## src/hw/rtl/im2c_pkg.sv

```systemverilog
`default_nettype none

package im2c_pkg;

  // register field widths
  localparam int unsigned CH_REG_W   = 11;
  localparam int unsigned SIDE_REG_W = 9;
  localparam int unsigned K_REG_W    = 4;
  localparam int unsigned S_REG_W    = 4;
  localparam int unsigned P_REG_W    = 3;

  localparam int unsigned CFG_IDX_W  = 3;
  localparam int unsigned CFG_DATA_W = 11;

  // result widths
  localparam int unsigned SRC_W  = 26;
  localparam int unsigned DST_W  = 34;
  localparam int unsigned DCNT_W = 35;

  // (H + 2P - K) fits here for every register value with K <= H + 2P
  localparam int unsigned NUM_W   = 10;
  localparam int unsigned PAD_MAX = 7;
  // common width for bound compares
  localparam int unsigned CMP_W   = 16;

  typedef enum logic [CFG_IDX_W-1:0] {
    CFG_NUM_CHANNELS = 3'd0,
    CFG_IMAGE_HEIGHT = 3'd1,
    CFG_IMAGE_WIDTH  = 3'd2,
    CFG_KERNEL_SIZE  = 3'd3,
    CFG_STEP_SIZE    = 3'd4,
    CFG_BORDER_PAD   = 3'd5
  } im2c_cfg_idx_t;

  typedef enum logic [2:0] {
    ST_DIV_H_GO,
    ST_DIV_H,
    ST_DIV_W_GO,
    ST_DIV_W,
    ST_IDLE,
    ST_S1,
    ST_S2,
    ST_S3
  } im2c_state_t;

  typedef struct packed {
    logic div_start;
    logic div_sel_w;
    logic cap_h;
    logic cap_w;
    logic accept;
    logic load_out;
  } im2c_cmd_t;

  typedef struct packed {
    logic div_busy;
  } im2c_status_t;

endpackage

`default_nettype wire

```

## src/hw/rtl/im2c_divider.sv

```systemverilog
`default_nettype none

// Restoring divider, one quotient bit per cycle.
module im2c_divider
  import im2c_pkg::*;
(
  input  wire logic               clk,
  input  wire logic               rst_n,
  input  wire logic               start,
  input  wire logic [NUM_W-1:0]   numer,
  input  wire logic [S_REG_W-1:0] denom,
  output logic                    busy,
  output logic [NUM_W-1:0]        quot
);

  localparam int unsigned CNT_W = $clog2(NUM_W + 1);

  logic [CNT_W-1:0]   cnt_r;
  logic               busy_r;
  logic [NUM_W-1:0]   num_r;
  logic [S_REG_W-1:0] rem_r;

  logic [S_REG_W:0] trial;
  logic [S_REG_W:0] diff;
  logic             ge;

  assign trial = {rem_r, num_r[NUM_W-1]};
  assign ge    = trial >= {1'b0, denom};
  assign diff  = trial - {1'b0, denom};

  always_ff @(posedge clk) begin
    if (!rst_n) begin
      busy_r <= 1'b0;
      cnt_r  <= '0;
    end else if (start) begin
      busy_r <= 1'b1;
      cnt_r  <= CNT_W'(NUM_W);
    end else if (busy_r) begin
      cnt_r <= cnt_r - CNT_W'(1);
      if (cnt_r == CNT_W'(1)) begin
        busy_r <= 1'b0;
      end
    end
  end

  // quotient bits shift in as numerator bits shift out
  always_ff @(posedge clk) begin
    if (start) begin
      num_r <= numer;
      rem_r <= '0;
    end else if (busy_r) begin
      num_r <= {num_r[NUM_W-2:0], ge};
      rem_r <= ge ? diff[S_REG_W-1:0] : trial[S_REG_W-1:0];
    end
  end

  assign busy = busy_r;
  assign quot = num_r;

endmodule

`default_nettype wire

```

## src/hw/rtl/im2c_datapath.sv

```systemverilog
`default_nettype none

module im2c_datapath
  import im2c_pkg::*;
#(
  parameter int unsigned MAX_CHANNELS = 1024,
  parameter int unsigned MAX_SIDE     = 256,
  parameter int unsigned MAX_KERNEL   = 15
) (
  input  wire logic                  clk,
  input  wire logic                  rst_n,
  input  wire logic                  cfg_wr,
  input  wire logic [CFG_IDX_W-1:0]  cfg_index,
  input  wire logic [CFG_DATA_W-1:0] cfg_data,
  input  wire logic                  in_restart,
  input  wire im2c_cmd_t             cmd,
  output im2c_status_t               status,
  output logic [SRC_W-1:0]           out_source_address,
  output logic                       out_is_padding,
  output logic [DST_W-1:0]           out_dest_index,
  output logic                       out_last,
  output logic                       out_bad_config
);

  localparam int unsigned CH_W     = (MAX_CHANNELS > 1) ? $clog2(MAX_CHANNELS) : 1;
  localparam int unsigned OUT_W    = $clog2(MAX_SIDE + 2 * PAD_MAX);
  localparam int unsigned ROW_W    = OUT_W + S_REG_W + 1;
  localparam int unsigned CHB_W    = SIDE_REG_W + CH_W;
  localparam int unsigned RS_W     = CHB_W + 1;
  localparam int unsigned ADDR_RAW = RS_W + SIDE_REG_W + 1;
  localparam int unsigned ADDR_W   = (ADDR_RAW > SRC_W) ? ADDR_RAW : SRC_W;

  // configuration
  logic [CH_REG_W-1:0]   chans_r;
  logic [SIDE_REG_W-1:0] height_r;
  logic [SIDE_REG_W-1:0] width_r;
  logic [K_REG_W-1:0]    ksize_r;
  logic [S_REG_W-1:0]    step_r;
  logic [P_REG_W-1:0]    pad_r;

  always_ff @(posedge clk) begin
    if (!rst_n) begin
      chans_r  <= CH_REG_W'(1);
      height_r <= SIDE_REG_W'(1);
      width_r  <= SIDE_REG_W'(1);
      ksize_r  <= K_REG_W'(1);
      step_r   <= S_REG_W'(1);
      pad_r    <= '0;
    end else if (cfg_wr) begin
      unique case (cfg_index)
        CFG_NUM_CHANNELS: chans_r  <= cfg_data;
        CFG_IMAGE_HEIGHT: height_r <= cfg_data[SIDE_REG_W-1:0];
        CFG_IMAGE_WIDTH:  width_r  <= cfg_data[SIDE_REG_W-1:0];
        CFG_KERNEL_SIZE:  ksize_r  <= cfg_data[K_REG_W-1:0];
        CFG_STEP_SIZE:    step_r   <= cfg_data[S_REG_W-1:0];
        CFG_BORDER_PAD:   pad_r    <= cfg_data[P_REG_W-1:0];
        default: ;
      endcase
    end
  end

  logic cfg_bad;
  always_comb begin
    cfg_bad = (chans_r == '0) || (CMP_W'(chans_r) > CMP_W'(MAX_CHANNELS)) ||
              (height_r == '0) || (CMP_W'(height_r) > CMP_W'(MAX_SIDE)) ||
              (width_r == '0) || (CMP_W'(width_r) > CMP_W'(MAX_SIDE)) ||
              (ksize_r == '0) || (CMP_W'(ksize_r) > CMP_W'(MAX_KERNEL)) ||
              (step_r == '0) ||
              (CMP_W'(ksize_r) > CMP_W'(height_r) + CMP_W'({pad_r, 1'b0})) ||
              (CMP_W'(ksize_r) > CMP_W'(width_r) + CMP_W'({pad_r, 1'b0}));
  end

  // output sizes through the shared divider
  logic [NUM_W-1:0] numer;
  logic [NUM_W-1:0] quot;
  logic [NUM_W-1:0] out_h_r;
  logic [NUM_W-1:0] out_w_r;

  always_comb begin
    if (cmd.div_sel_w) begin
      numer = NUM_W'(width_r) + NUM_W'({pad_r, 1'b0}) - NUM_W'(ksize_r);
    end else begin
      numer = NUM_W'(height_r) + NUM_W'({pad_r, 1'b0}) - NUM_W'(ksize_r);
    end
  end

  im2c_divider u_div (
    .clk   (clk),
    .rst_n (rst_n),
    .start (cmd.div_start),
    .numer (numer),
    .denom (step_r),
    .busy  (status.div_busy),
    .quot  (quot)
  );

  always_ff @(posedge clk) begin
    if (cmd.cap_h) out_h_r <= quot + NUM_W'(1);
    if (cmd.cap_w) out_w_r <= quot + NUM_W'(1);
  end

  // walk position
  logic [CH_W-1:0]    ch_r, ch_nxt, eff_ch;
  logic [K_REG_W-1:0] kr_r, kr_nxt, eff_kr;
  logic [K_REG_W-1:0] kc_r, kc_nxt, eff_kc;
  logic [OUT_W-1:0]   orow_r, orow_nxt, eff_orow;
  logic [OUT_W-1:0]   ocol_r, ocol_nxt, eff_ocol;
  logic [DCNT_W-1:0]  dest_r, dest_nxt, eff_dest;
  logic               done_r, done_nxt, eff_done;
  logic               rewind;
  logic               fin;

  assign rewind   = cfg_bad || in_restart;
  assign eff_ch   = rewind ? '0 : ch_r;
  assign eff_kr   = rewind ? '0 : kr_r;
  assign eff_kc   = rewind ? '0 : kc_r;
  assign eff_orow = rewind ? '0 : orow_r;
  assign eff_ocol = rewind ? '0 : ocol_r;
  assign eff_dest = rewind ? '0 : dest_r;
  assign eff_done = rewind ? 1'b0 : done_r;

  assign fin = (CMP_W'(eff_ch) + CMP_W'(1) >= CMP_W'(chans_r)) &&
               (CMP_W'(eff_kr) + CMP_W'(1) >= CMP_W'(ksize_r)) &&
               (CMP_W'(eff_kc) + CMP_W'(1) >= CMP_W'(ksize_r)) &&
               (CMP_W'(eff_orow) + CMP_W'(1) >= CMP_W'(out_h_r)) &&
               (CMP_W'(eff_ocol) + CMP_W'(1) >= CMP_W'(out_w_r));

  always_comb begin
    ch_nxt   = ch_r;
    kr_nxt   = kr_r;
    kc_nxt   = kc_r;
    orow_nxt = orow_r;
    ocol_nxt = ocol_r;
    dest_nxt = dest_r;
    done_nxt = done_r;
    if (cfg_wr || (cmd.accept && cfg_bad)) begin
      ch_nxt   = '0;
      kr_nxt   = '0;
      kc_nxt   = '0;
      orow_nxt = '0;
      ocol_nxt = '0;
      dest_nxt = '0;
      done_nxt = 1'b0;
    end else if (cmd.accept) begin
      ch_nxt   = eff_ch;
      kr_nxt   = eff_kr;
      kc_nxt   = eff_kc;
      orow_nxt = eff_orow;
      ocol_nxt = eff_ocol;
      dest_nxt = eff_dest;
      done_nxt = eff_done;
      if (!eff_done) begin
        if (fin) begin
          done_nxt = 1'b1;
        end else begin
          dest_nxt = eff_dest + DCNT_W'(1);
          if (CMP_W'(eff_ocol) + CMP_W'(1) < CMP_W'(out_w_r)) begin
            ocol_nxt = eff_ocol + OUT_W'(1);
          end else begin
            ocol_nxt = '0;
            if (CMP_W'(eff_orow) + CMP_W'(1) < CMP_W'(out_h_r)) begin
              orow_nxt = eff_orow + OUT_W'(1);
            end else begin
              orow_nxt = '0;
              if (CMP_W'(eff_kc) + CMP_W'(1) < CMP_W'(ksize_r)) begin
                kc_nxt = eff_kc + K_REG_W'(1);
              end else begin
                kc_nxt = '0;
                if (CMP_W'(eff_kr) + CMP_W'(1) < CMP_W'(ksize_r)) begin
                  kr_nxt = eff_kr + K_REG_W'(1);
                end else begin
                  kr_nxt = '0;
                  ch_nxt = eff_ch + CH_W'(1);
                end
              end
            end
          end
        end
      end
    end
  end

  always_ff @(posedge clk) begin
    if (!rst_n) begin
      ch_r   <= '0;
      kr_r   <= '0;
      kc_r   <= '0;
      orow_r <= '0;
      ocol_r <= '0;
      dest_r <= '0;
      done_r <= 1'b0;
    end else begin
      ch_r   <= ch_nxt;
      kr_r   <= kr_nxt;
      kc_r   <= kc_nxt;
      orow_r <= orow_nxt;
      ocol_r <= ocol_nxt;
      dest_r <= dest_nxt;
      done_r <= done_nxt;
    end
  end

  // snapshot of the accepted element
  logic [CH_W-1:0]    ch_s_r;
  logic [K_REG_W-1:0] kr_s_r, kc_s_r;
  logic [OUT_W-1:0]   orow_s_r, ocol_s_r;
  logic [DCNT_W-1:0]  dest_s_r;
  logic               fin_s_r, bad_s_r, zero_s_r;

  always_ff @(posedge clk) begin
    if (cmd.accept) begin
      ch_s_r   <= eff_ch;
      kr_s_r   <= eff_kr;
      kc_s_r   <= eff_kc;
      orow_s_r <= eff_orow;
      ocol_s_r <= eff_ocol;
      dest_s_r <= eff_dest;
      fin_s_r  <= fin;
      bad_s_r  <= cfg_bad;
      zero_s_r <= eff_done;
    end
  end

  // stage 1: padded position and channel base
  logic [ROW_W-1:0] rowp_s1_r, colp_s1_r;
  logic [CHB_W-1:0] chb_s1_r;

  always_ff @(posedge clk) begin
    rowp_s1_r <= ROW_W'(kr_s_r) + ROW_W'(orow_s_r) * ROW_W'(step_r);
    colp_s1_r <= ROW_W'(kc_s_r) + ROW_W'(ocol_s_r) * ROW_W'(step_r);
    chb_s1_r  <= CHB_W'(height_r) * CHB_W'(ch_s_r);
  end

  // stage 2: bounds check and row index
  logic [ROW_W-1:0]      row_off, col_off;
  logic                  in_image;
  logic                  in_image_s2_r;
  logic [RS_W-1:0]       rsum_s2_r;
  logic [SIDE_REG_W-1:0] col_s2_r;

  assign row_off  = rowp_s1_r - ROW_W'(pad_r);
  assign col_off  = colp_s1_r - ROW_W'(pad_r);
  assign in_image = (rowp_s1_r >= ROW_W'(pad_r)) && (row_off < ROW_W'(height_r)) &&
                    (colp_s1_r >= ROW_W'(pad_r)) && (col_off < ROW_W'(width_r));

  always_ff @(posedge clk) begin
    in_image_s2_r <= in_image;
    rsum_s2_r     <= RS_W'(chb_s1_r) + RS_W'(row_off[SIDE_REG_W-1:0]);
    col_s2_r      <= col_off[SIDE_REG_W-1:0];
  end

  // stage 3: element address into the result register
  logic [ADDR_W-1:0] addr_full;
  assign addr_full = ADDR_W'(col_s2_r) + ADDR_W'(width_r) * ADDR_W'(rsum_s2_r);

  logic [SRC_W-1:0] src_r;
  logic             pad_flag_r;
  logic [DST_W-1:0] dst_r;
  logic             last_r;
  logic             bad_r;

  always_ff @(posedge clk) begin
    if (cmd.load_out) begin
      priority if (bad_s_r) begin
        src_r      <= '0;
        pad_flag_r <= 1'b0;
        dst_r      <= '0;
        last_r     <= 1'b0;
        bad_r      <= 1'b1;
      end else if (zero_s_r) begin
        src_r      <= '0;
        pad_flag_r <= 1'b0;
        dst_r      <= '0;
        last_r     <= 1'b0;
        bad_r      <= 1'b0;
      end else begin
        src_r      <= in_image_s2_r ? addr_full[SRC_W-1:0] : '0;
        pad_flag_r <= !in_image_s2_r;
        dst_r      <= dest_s_r[DST_W-1:0];
        last_r     <= fin_s_r;
        bad_r      <= 1'b0;
      end
    end
  end

  assign out_source_address = src_r;
  assign out_is_padding     = pad_flag_r;
  assign out_dest_index     = dst_r;
  assign out_last           = last_r;
  assign out_bad_config     = bad_r;

endmodule

`default_nettype wire

```

## src/hw/rtl/im2c_ctrl.sv

```systemverilog
`default_nettype none

module im2c_ctrl
  import im2c_pkg::*;
(
  input  wire logic         clk,
  input  wire logic         rst_n,
  input  wire logic         cfg_wr,
  input  wire logic         in_valid,
  output logic              in_stall,
  input  wire logic         out_stall,
  output logic              out_valid,
  input  wire im2c_status_t status,
  output im2c_cmd_t         cmd
);

  im2c_state_t state_r, state_nxt;
  logic        out_valid_r, out_valid_nxt;
  logic        out_free;

  assign out_free = !out_valid_r || !out_stall;

  always_comb begin
    state_nxt = state_r;
    if (cfg_wr) begin
      state_nxt = ST_DIV_H_GO;
    end else begin
      unique case (state_r)
        ST_DIV_H_GO: state_nxt = ST_DIV_H;
        ST_DIV_H:    if (!status.div_busy) state_nxt = ST_DIV_W_GO;
        ST_DIV_W_GO: state_nxt = ST_DIV_W;
        ST_DIV_W:    if (!status.div_busy) state_nxt = ST_IDLE;
        ST_IDLE:     if (in_valid) state_nxt = ST_S1;
        ST_S1:       state_nxt = ST_S2;
        ST_S2:       state_nxt = ST_S3;
        ST_S3:       if (out_free) state_nxt = ST_IDLE;
        default:     state_nxt = ST_DIV_H_GO;
      endcase
    end
  end

  always_comb begin
    cmd           = '0;
    in_stall      = (state_r != ST_IDLE);
    cmd.div_start = (state_r == ST_DIV_H_GO) || (state_r == ST_DIV_W_GO);
    cmd.div_sel_w = (state_r == ST_DIV_W_GO) || (state_r == ST_DIV_W);
    cmd.cap_h     = (state_r == ST_DIV_H) && !status.div_busy;
    cmd.cap_w     = (state_r == ST_DIV_W) && !status.div_busy;
    cmd.accept    = (state_r == ST_IDLE) && in_valid;
    cmd.load_out  = (state_r == ST_S3) && out_free;
    if (cmd.load_out) begin
      out_valid_nxt = 1'b1;
    end else begin
      out_valid_nxt = out_valid_r && out_stall;
    end
  end

  always_ff @(posedge clk) begin
    if (!rst_n) begin
      state_r     <= ST_DIV_H_GO;
      out_valid_r <= 1'b0;
    end else begin
      state_r     <= state_nxt;
      out_valid_r <= out_valid_nxt;
    end
  end

  assign out_valid = out_valid_r;

`ifndef SYNTHESIS
  a_cfg_restarts_sizing: assert property (@(posedge clk) disable iff (!rst_n)
    cfg_wr |=> state_r == ST_DIV_H_GO)
    else $error("config write did not restart output size computation");

  a_idle_div_quiet: assert property (@(posedge clk) disable iff (!rst_n)
    state_r == ST_IDLE |-> !status.div_busy)
    else $error("divider busy while accepting items");

  a_accept_enters_pipe: assert property (@(posedge clk) disable iff (!rst_n)
    (cmd.accept && !cfg_wr) |=> state_r == ST_S1)
    else $error("accepted item did not enter first stage");

  a_result_from_last_stage: assert property (@(posedge clk) disable iff (!rst_n)
    $rose(out_valid_r) |-> $past(state_r) == ST_S3)
    else $error("result raised outside the output stage");
`endif

endmodule

`default_nettype wire

```

## src/hw/rtl/im2col_address_generator_unit.sv

```systemverilog
`default_nettype none

// Channel  Ports                                   Transfer when
// -------  --------------------------------------  ------------------------
// in       in_valid, in_stall, in_restart           in_valid && !in_stall
// out      out_valid, out_stall, out_source_address, out_valid && !out_stall
//          out_is_padding, out_dest_index,
//          out_last, out_bad_config
// cfg      cfg_valid, cfg_ready, cfg_index,         cfg_valid && cfg_ready
//          cfg_data
//
// After its input transfer each item is snapshotted, then passes the stages for
// padded position and channel base, bounds check and row index, then width
// times row into the output register. in_stall stays high while the item is in
// those stages, so the next item is accepted only once the last one is loaded.
// After reset and after every config write the output sizes are computed by
// one shared restoring divider, height then width, with in_stall high.
// A result waits in the output register under out_stall; the next item is
// accepted meanwhile and holds in the last stage until the register frees.
// cfg_ready is always high; any write rewinds the walk to its first element.
module im2col_address_generator_unit
  import im2c_pkg::*;
#(
  parameter int unsigned MAX_CHANNELS = 1024,
  parameter int unsigned MAX_SIDE     = 256,
  parameter int unsigned MAX_KERNEL   = 15
) (
  input  wire logic                  clk,
  input  wire logic                  rst_n,
  input  wire logic                  in_valid,
  output logic                       in_stall,
  input  wire logic                  in_restart,
  output logic                       out_valid,
  input  wire logic                  out_stall,
  output logic [SRC_W-1:0]           out_source_address,
  output logic                       out_is_padding,
  output logic [DST_W-1:0]           out_dest_index,
  output logic                       out_last,
  output logic                       out_bad_config,
  input  wire logic                  cfg_valid,
  output logic                       cfg_ready,
  input  wire logic [CFG_IDX_W-1:0]  cfg_index,
  input  wire logic [CFG_DATA_W-1:0] cfg_data
);

  im2c_cmd_t    cmd;
  im2c_status_t status;
  logic         cfg_wr;

  // the user must make writes only while idle; the block does not enforce it and has no back-pressure
  assign cfg_ready = 1'b1;
  assign cfg_wr    = cfg_valid && cfg_ready;

  // sequencing: output sizing, accept, three compute stages, result load
  im2c_ctrl u_ctrl (
    .clk       (clk),
    .rst_n     (rst_n),
    .cfg_wr    (cfg_wr),
    .in_valid  (in_valid),
    .in_stall  (in_stall),
    .out_stall (out_stall),
    .out_valid (out_valid),
    .status    (status),
    .cmd       (cmd)
  );

  // registers, walk counters, divider and address pipeline
  im2c_datapath #(
    .MAX_CHANNELS (MAX_CHANNELS),
    .MAX_SIDE     (MAX_SIDE),
    .MAX_KERNEL   (MAX_KERNEL)
  ) u_dp (
    .clk                (clk),
    .rst_n              (rst_n),
    .cfg_wr             (cfg_wr),
    .cfg_index          (cfg_index),
    .cfg_data           (cfg_data),
    .in_restart         (in_restart),
    .cmd                (cmd),
    .status             (status),
    .out_source_address (out_source_address),
    .out_is_padding     (out_is_padding),
    .out_dest_index     (out_dest_index),
    .out_last           (out_last),
    .out_bad_config     (out_bad_config)
  );

endmodule

`default_nettype wire
```

## config.mk

```make
export PLATFORM = sky130hd
export DESIGN_NAME = im2col_address_generator_unit
export DESIGN_NICKNAME = d
export VERILOG_FILES = /design/src/hw/rtl/im2c_pkg.sv /design/src/hw/rtl/im2c_divider.sv /design/src/hw/rtl/im2c_datapath.sv /design/src/hw/rtl/im2c_ctrl.sv /design/src/hw/rtl/im2col_address_generator_unit.sv
export SDC_FILE = /design/constraint.sdc
export NUM_CORES = 2
export LEC_CHECK = 0
export BUFFER_PORTS_ARGS = -buffer_cell sky130_fd_sc_hd__buf_2
export CAP_MARGIN = 15
export CELL_PAD_IN_SITES_DETAIL_PLACEMENT = 2
export CELL_PAD_IN_SITES_GLOBAL_PLACEMENT = 2
export CORE_UTILIZATION = 42
export DETAILED_ROUTE_END_ITERATION = 8
export GPL_TIMING_DRIVEN = 0
export PLACE_DENSITY = 0.93
export SETUP_SLACK_MARGIN = 0.1
export SYNTH_ARGS = -nofsm -noshare
export SYNTH_HDL_FRONTEND = slang
export SYNTH_HIERARCHICAL = 1
export SYNTH_SLANG_ARGS = --single-unit
```

## constraint.sdc

```tcl
create_clock -name clk -period 9.2 [get_ports clk]
set_clock_uncertainty 0.15 [all_clocks]
set_input_delay 0.46 -clock clk [delete_from_list [all_inputs] [get_ports clk]]
set_output_delay 0.46 -clock clk [all_outputs]
set_load 0.03 [all_outputs]
```

==> impl_metrics.ini <==
[outcome]
status = complete, no violations

[setup_path]
reg2reg_depth = 29
slowest_delay_ns = 0.66
worst-setup-path-type = flop to flop
start_kind = flop
crit_start = u_dp/width_r[1]
reg2reg_to = u_dp/dest_r[11]
setup.worst_path.end = u_dp/dest_r[11]
crit_required_ns = 9.54
cpMostUsedCell = clkbuf_2
worstPathArrival_ns = 9.39
rr_startpoint = u_dp/width_r[1]
end_kind = flop
reg2reg_slack_ns = 0.15
path_max_fanout = 10
slowest_stage = fa_1

[timing]
final.setup.tns_ns = 0
rsz0062_at_grt = false
timing.slew.headroom_pct = 23.6
worstMarginPinSlew_ns = 1.14
min_period_ns = 9.05
setup_viol = 0
drv_slew = 0
holdWs_ns = 0.0265
maxClockFrequency_mhz = 111
post-route-period-util_pct = 98.3
hold_viol = 0

[clock_tree]
clk_latency_ns = 0.64
cts_buffer_depth = 3
cts_tree = done
worst_setup_hold_path_clk_slew_ns = 0.07
htreeDepth = 2
clock_sinks = 367
cts_made_buffers = 45
cts_root_buf = clkbuf_16

[final_layout]
layout_common_cells = 392 x nand2_1, 359 x inv_1, 290 x ha_1, 242 x and2_1, 235 x fa_1
layout-drive-gt1-share_pct = 7.67
final_nets = 3728
stdcell_count = 4103
layout_commonest_cell = nand2_1
area_delta_synth_final_pct = 11.3
finish.utilization_pct = 47.2

[place]
placed_cells = 4009
place_congestion = 0.898
io_buffers = 84
dp_hpwl_um = 88900

[power_and_ir_drop]
powerDensity_mw_per_mm2 = 174
power.total_mw = 5.61
vdd_ir_drop_max_v = 0.000139
total_leakage_power_nw = 14.1

[detailed_routing]
via_per_inst = 6.16
routed_wl_um = 130000
num_vias = 25300
route.antenna.remaining_nets = 0
drc_errors = 0
drtPass1Iterations = 5
wl_per_cell_um = 31.6
drt_iter0_markers = 1823

[floorplanning]
core_area_mm2 = 0.0685
die_area_mm2 = 0.0702
initial_utilization_pct = 42.4
num_rows = 96
die_h_um = 265
ioPinCount = 86
die_x_um = 265

[grt]
grt_start_max_net_pins = 73
antenna_found_initial = 10
grt.overflow.total = 0
grt_pass1_vias = 29600
grt_pass1_wl_um = 194000
track_usage_pct = 37.1

[logic_synthesis]
ys_ff_latch = 367
ys_seq_area_share_pct = 31.0
ys_async_sr_fraction_pct = 0
syn_inst = 3038
synth_cell_types = 99
avgSynthCellArea_um2 = 9.57
synth_area_mm2 = 0.0291
synth-edff-count = 166
ys.warnings.count = 6
synth_ff_type = dfxtp_1
synth_nets = 3583

[job]
cap_violations = 0

[hold_path]
hold_path_class = primary input to flop
-- layout make-up --
cell class,count,area [um^2]
sequential,367,9010
tap,882,1100
inverter,360,1350
multi-input combinational,2191,18200
timing repair buffer,98,578
fill,7178,36100
clock buffer,52,1190
buffer,120,507
antenna,1,2.50
clock inverter,32,367
-- worst max-delay path, delay by kind of cell, from the launching register on --
kind	cells	cell delay (ns)
AOI/OAI and AO/OA	9	1.81
xor gates and xnor gates	1	0.41
adders and majority gates	3	1.31
buffers and inverters	8	2.20
DFF	1	0.52
and+or+nand+nor	8	2.50
-- synthesized netlist by cell type (all sizes together) (6+ instances only) --
library cell  number  share of area [%]
a311oi             6               0.26
nor4              32               0.71
o21a              18               0.47
a21boi            32               0.83
and2             242                5.2
a21o              31               0.81
xor2              65                2.0
a21oi            102                1.8
clkbuf            98                1.3
nand4             24               0.52
a211oi            16               0.43
and4               7               0.21
nor2             167                2.2
o211ai            14               0.38
or4                8               0.21
o21ai             62                1.1
or2                9               0.20
nand2b            12               0.31
and3              28               0.64
fa               235                 16
edfxtp           166                 17
nand3             63                1.1
nor3              28               0.50
nor2b             33               0.71
buf               22               0.42
a2111oi            7               0.34
nor3b              6               0.17
dfxtp            201                 14
nand2            393                5.1
xnor2            100                3.0
inv              360                4.7
ha               290                 12
mux2i             17               0.59
o21bai            22               0.58
a32o               6               0.21
a31oi             17               0.39
or3                7               0.15
mux2              12               0.47
-- metrics by stage --
stage / instance area (um^2) / setup WS [ns]
after floorplan: 29100 / 2.70
after global placement: 30600 / -0.149
after detailed placement: 30700 / -0.768
after CTS: 32300 / 0.153
after global routing: 32300 / 0.0875
final: 32300 / 0.153
-- where the power goes --
part           internal, mW  switching [mW]  leakage [nW]
logic                 0.621            1.11          10.2
clock network          1.09           0.855         0.750
registers              1.82           0.118          3.06
total                  3.53            2.08          14.1
-- flip-flops by register name, summed over array words and instances, names as in the netlist, 10 cells and up --
name,cells
u_dp/out_source_address,26
u_dp/out_w_r,10
u_dp/dest_r,34
u_dp/chans_r,11
u_dp/colp_s1_r,14
u_dp/rsum_s2_r,20
u_dp/ch_s_r,10
u_dp/u_div/quot,10
u_dp/chb_s1_r,19
u_dp/dest_s_r,34
u_dp/out_h_r,10
u_dp/ch_r,10
u_dp/rowp_s1_r,14
u_dp/out_dest_index,34
-- how the worst min path moves through the flow --
stage / cells past startpoint / end / slack (ns) / from
4_1_cts: 3 / u_dp/chans_r[3] / 0.001 / cfg_data[3]
5_1_grt: 3 / u_dp/width_r[7] / 0.04 / cfg_data[7]
2_1_floorplan: 2 / u_dp/orow_r[7] / 0.27 / u_dp/orow_r[7]
3_5_place_dp: 2 / u_dp/orow_r[7] / 0.31 / u_dp/orow_r[7]
6_report: 3 / u_dp/chans_r[3] / 0.03 / cfg_data[3]
3_3_place_gp: 2 / u_dp/orow_r[7] / 0.28 / u_dp/orow_r[7]
-- metal layers --
| layer | global-route usage [%] | vias to the layer above | wire length (um) |
|---|---|---|---|
| met4 | 26.9 | 10 | 10700 |
| li1 | - | 10400 | - |
| met3 | 8.75 | 689 | 8410 |
| met2 | 66.4 | 1333 | 65700 |
| met5 | 0 | - | 63 |
| met1 | 37.9 | 12900 | 44700 |
-- cell families after synthesis --
family | share of synthesized area [%]
mux | 1.05
compound gates | 9.43
fa+ha+maj | 28.7
other cells | 0.0129
simple gates | 18.5
buf+inv | 6.34
flops | 31.0
xor+xnor | 4.97
-- what timing repair did --
action | in CTS | in global routing
hold endpoints to repair | 7 | 0
resized for setup | 9 | 13
pin swaps | 1 | 1
hold buffers | 6 | 0
setup buffers | 1 | 1
endpoints found under the setup margin | 72 | 44
Power figures use the tool's default switching activity.
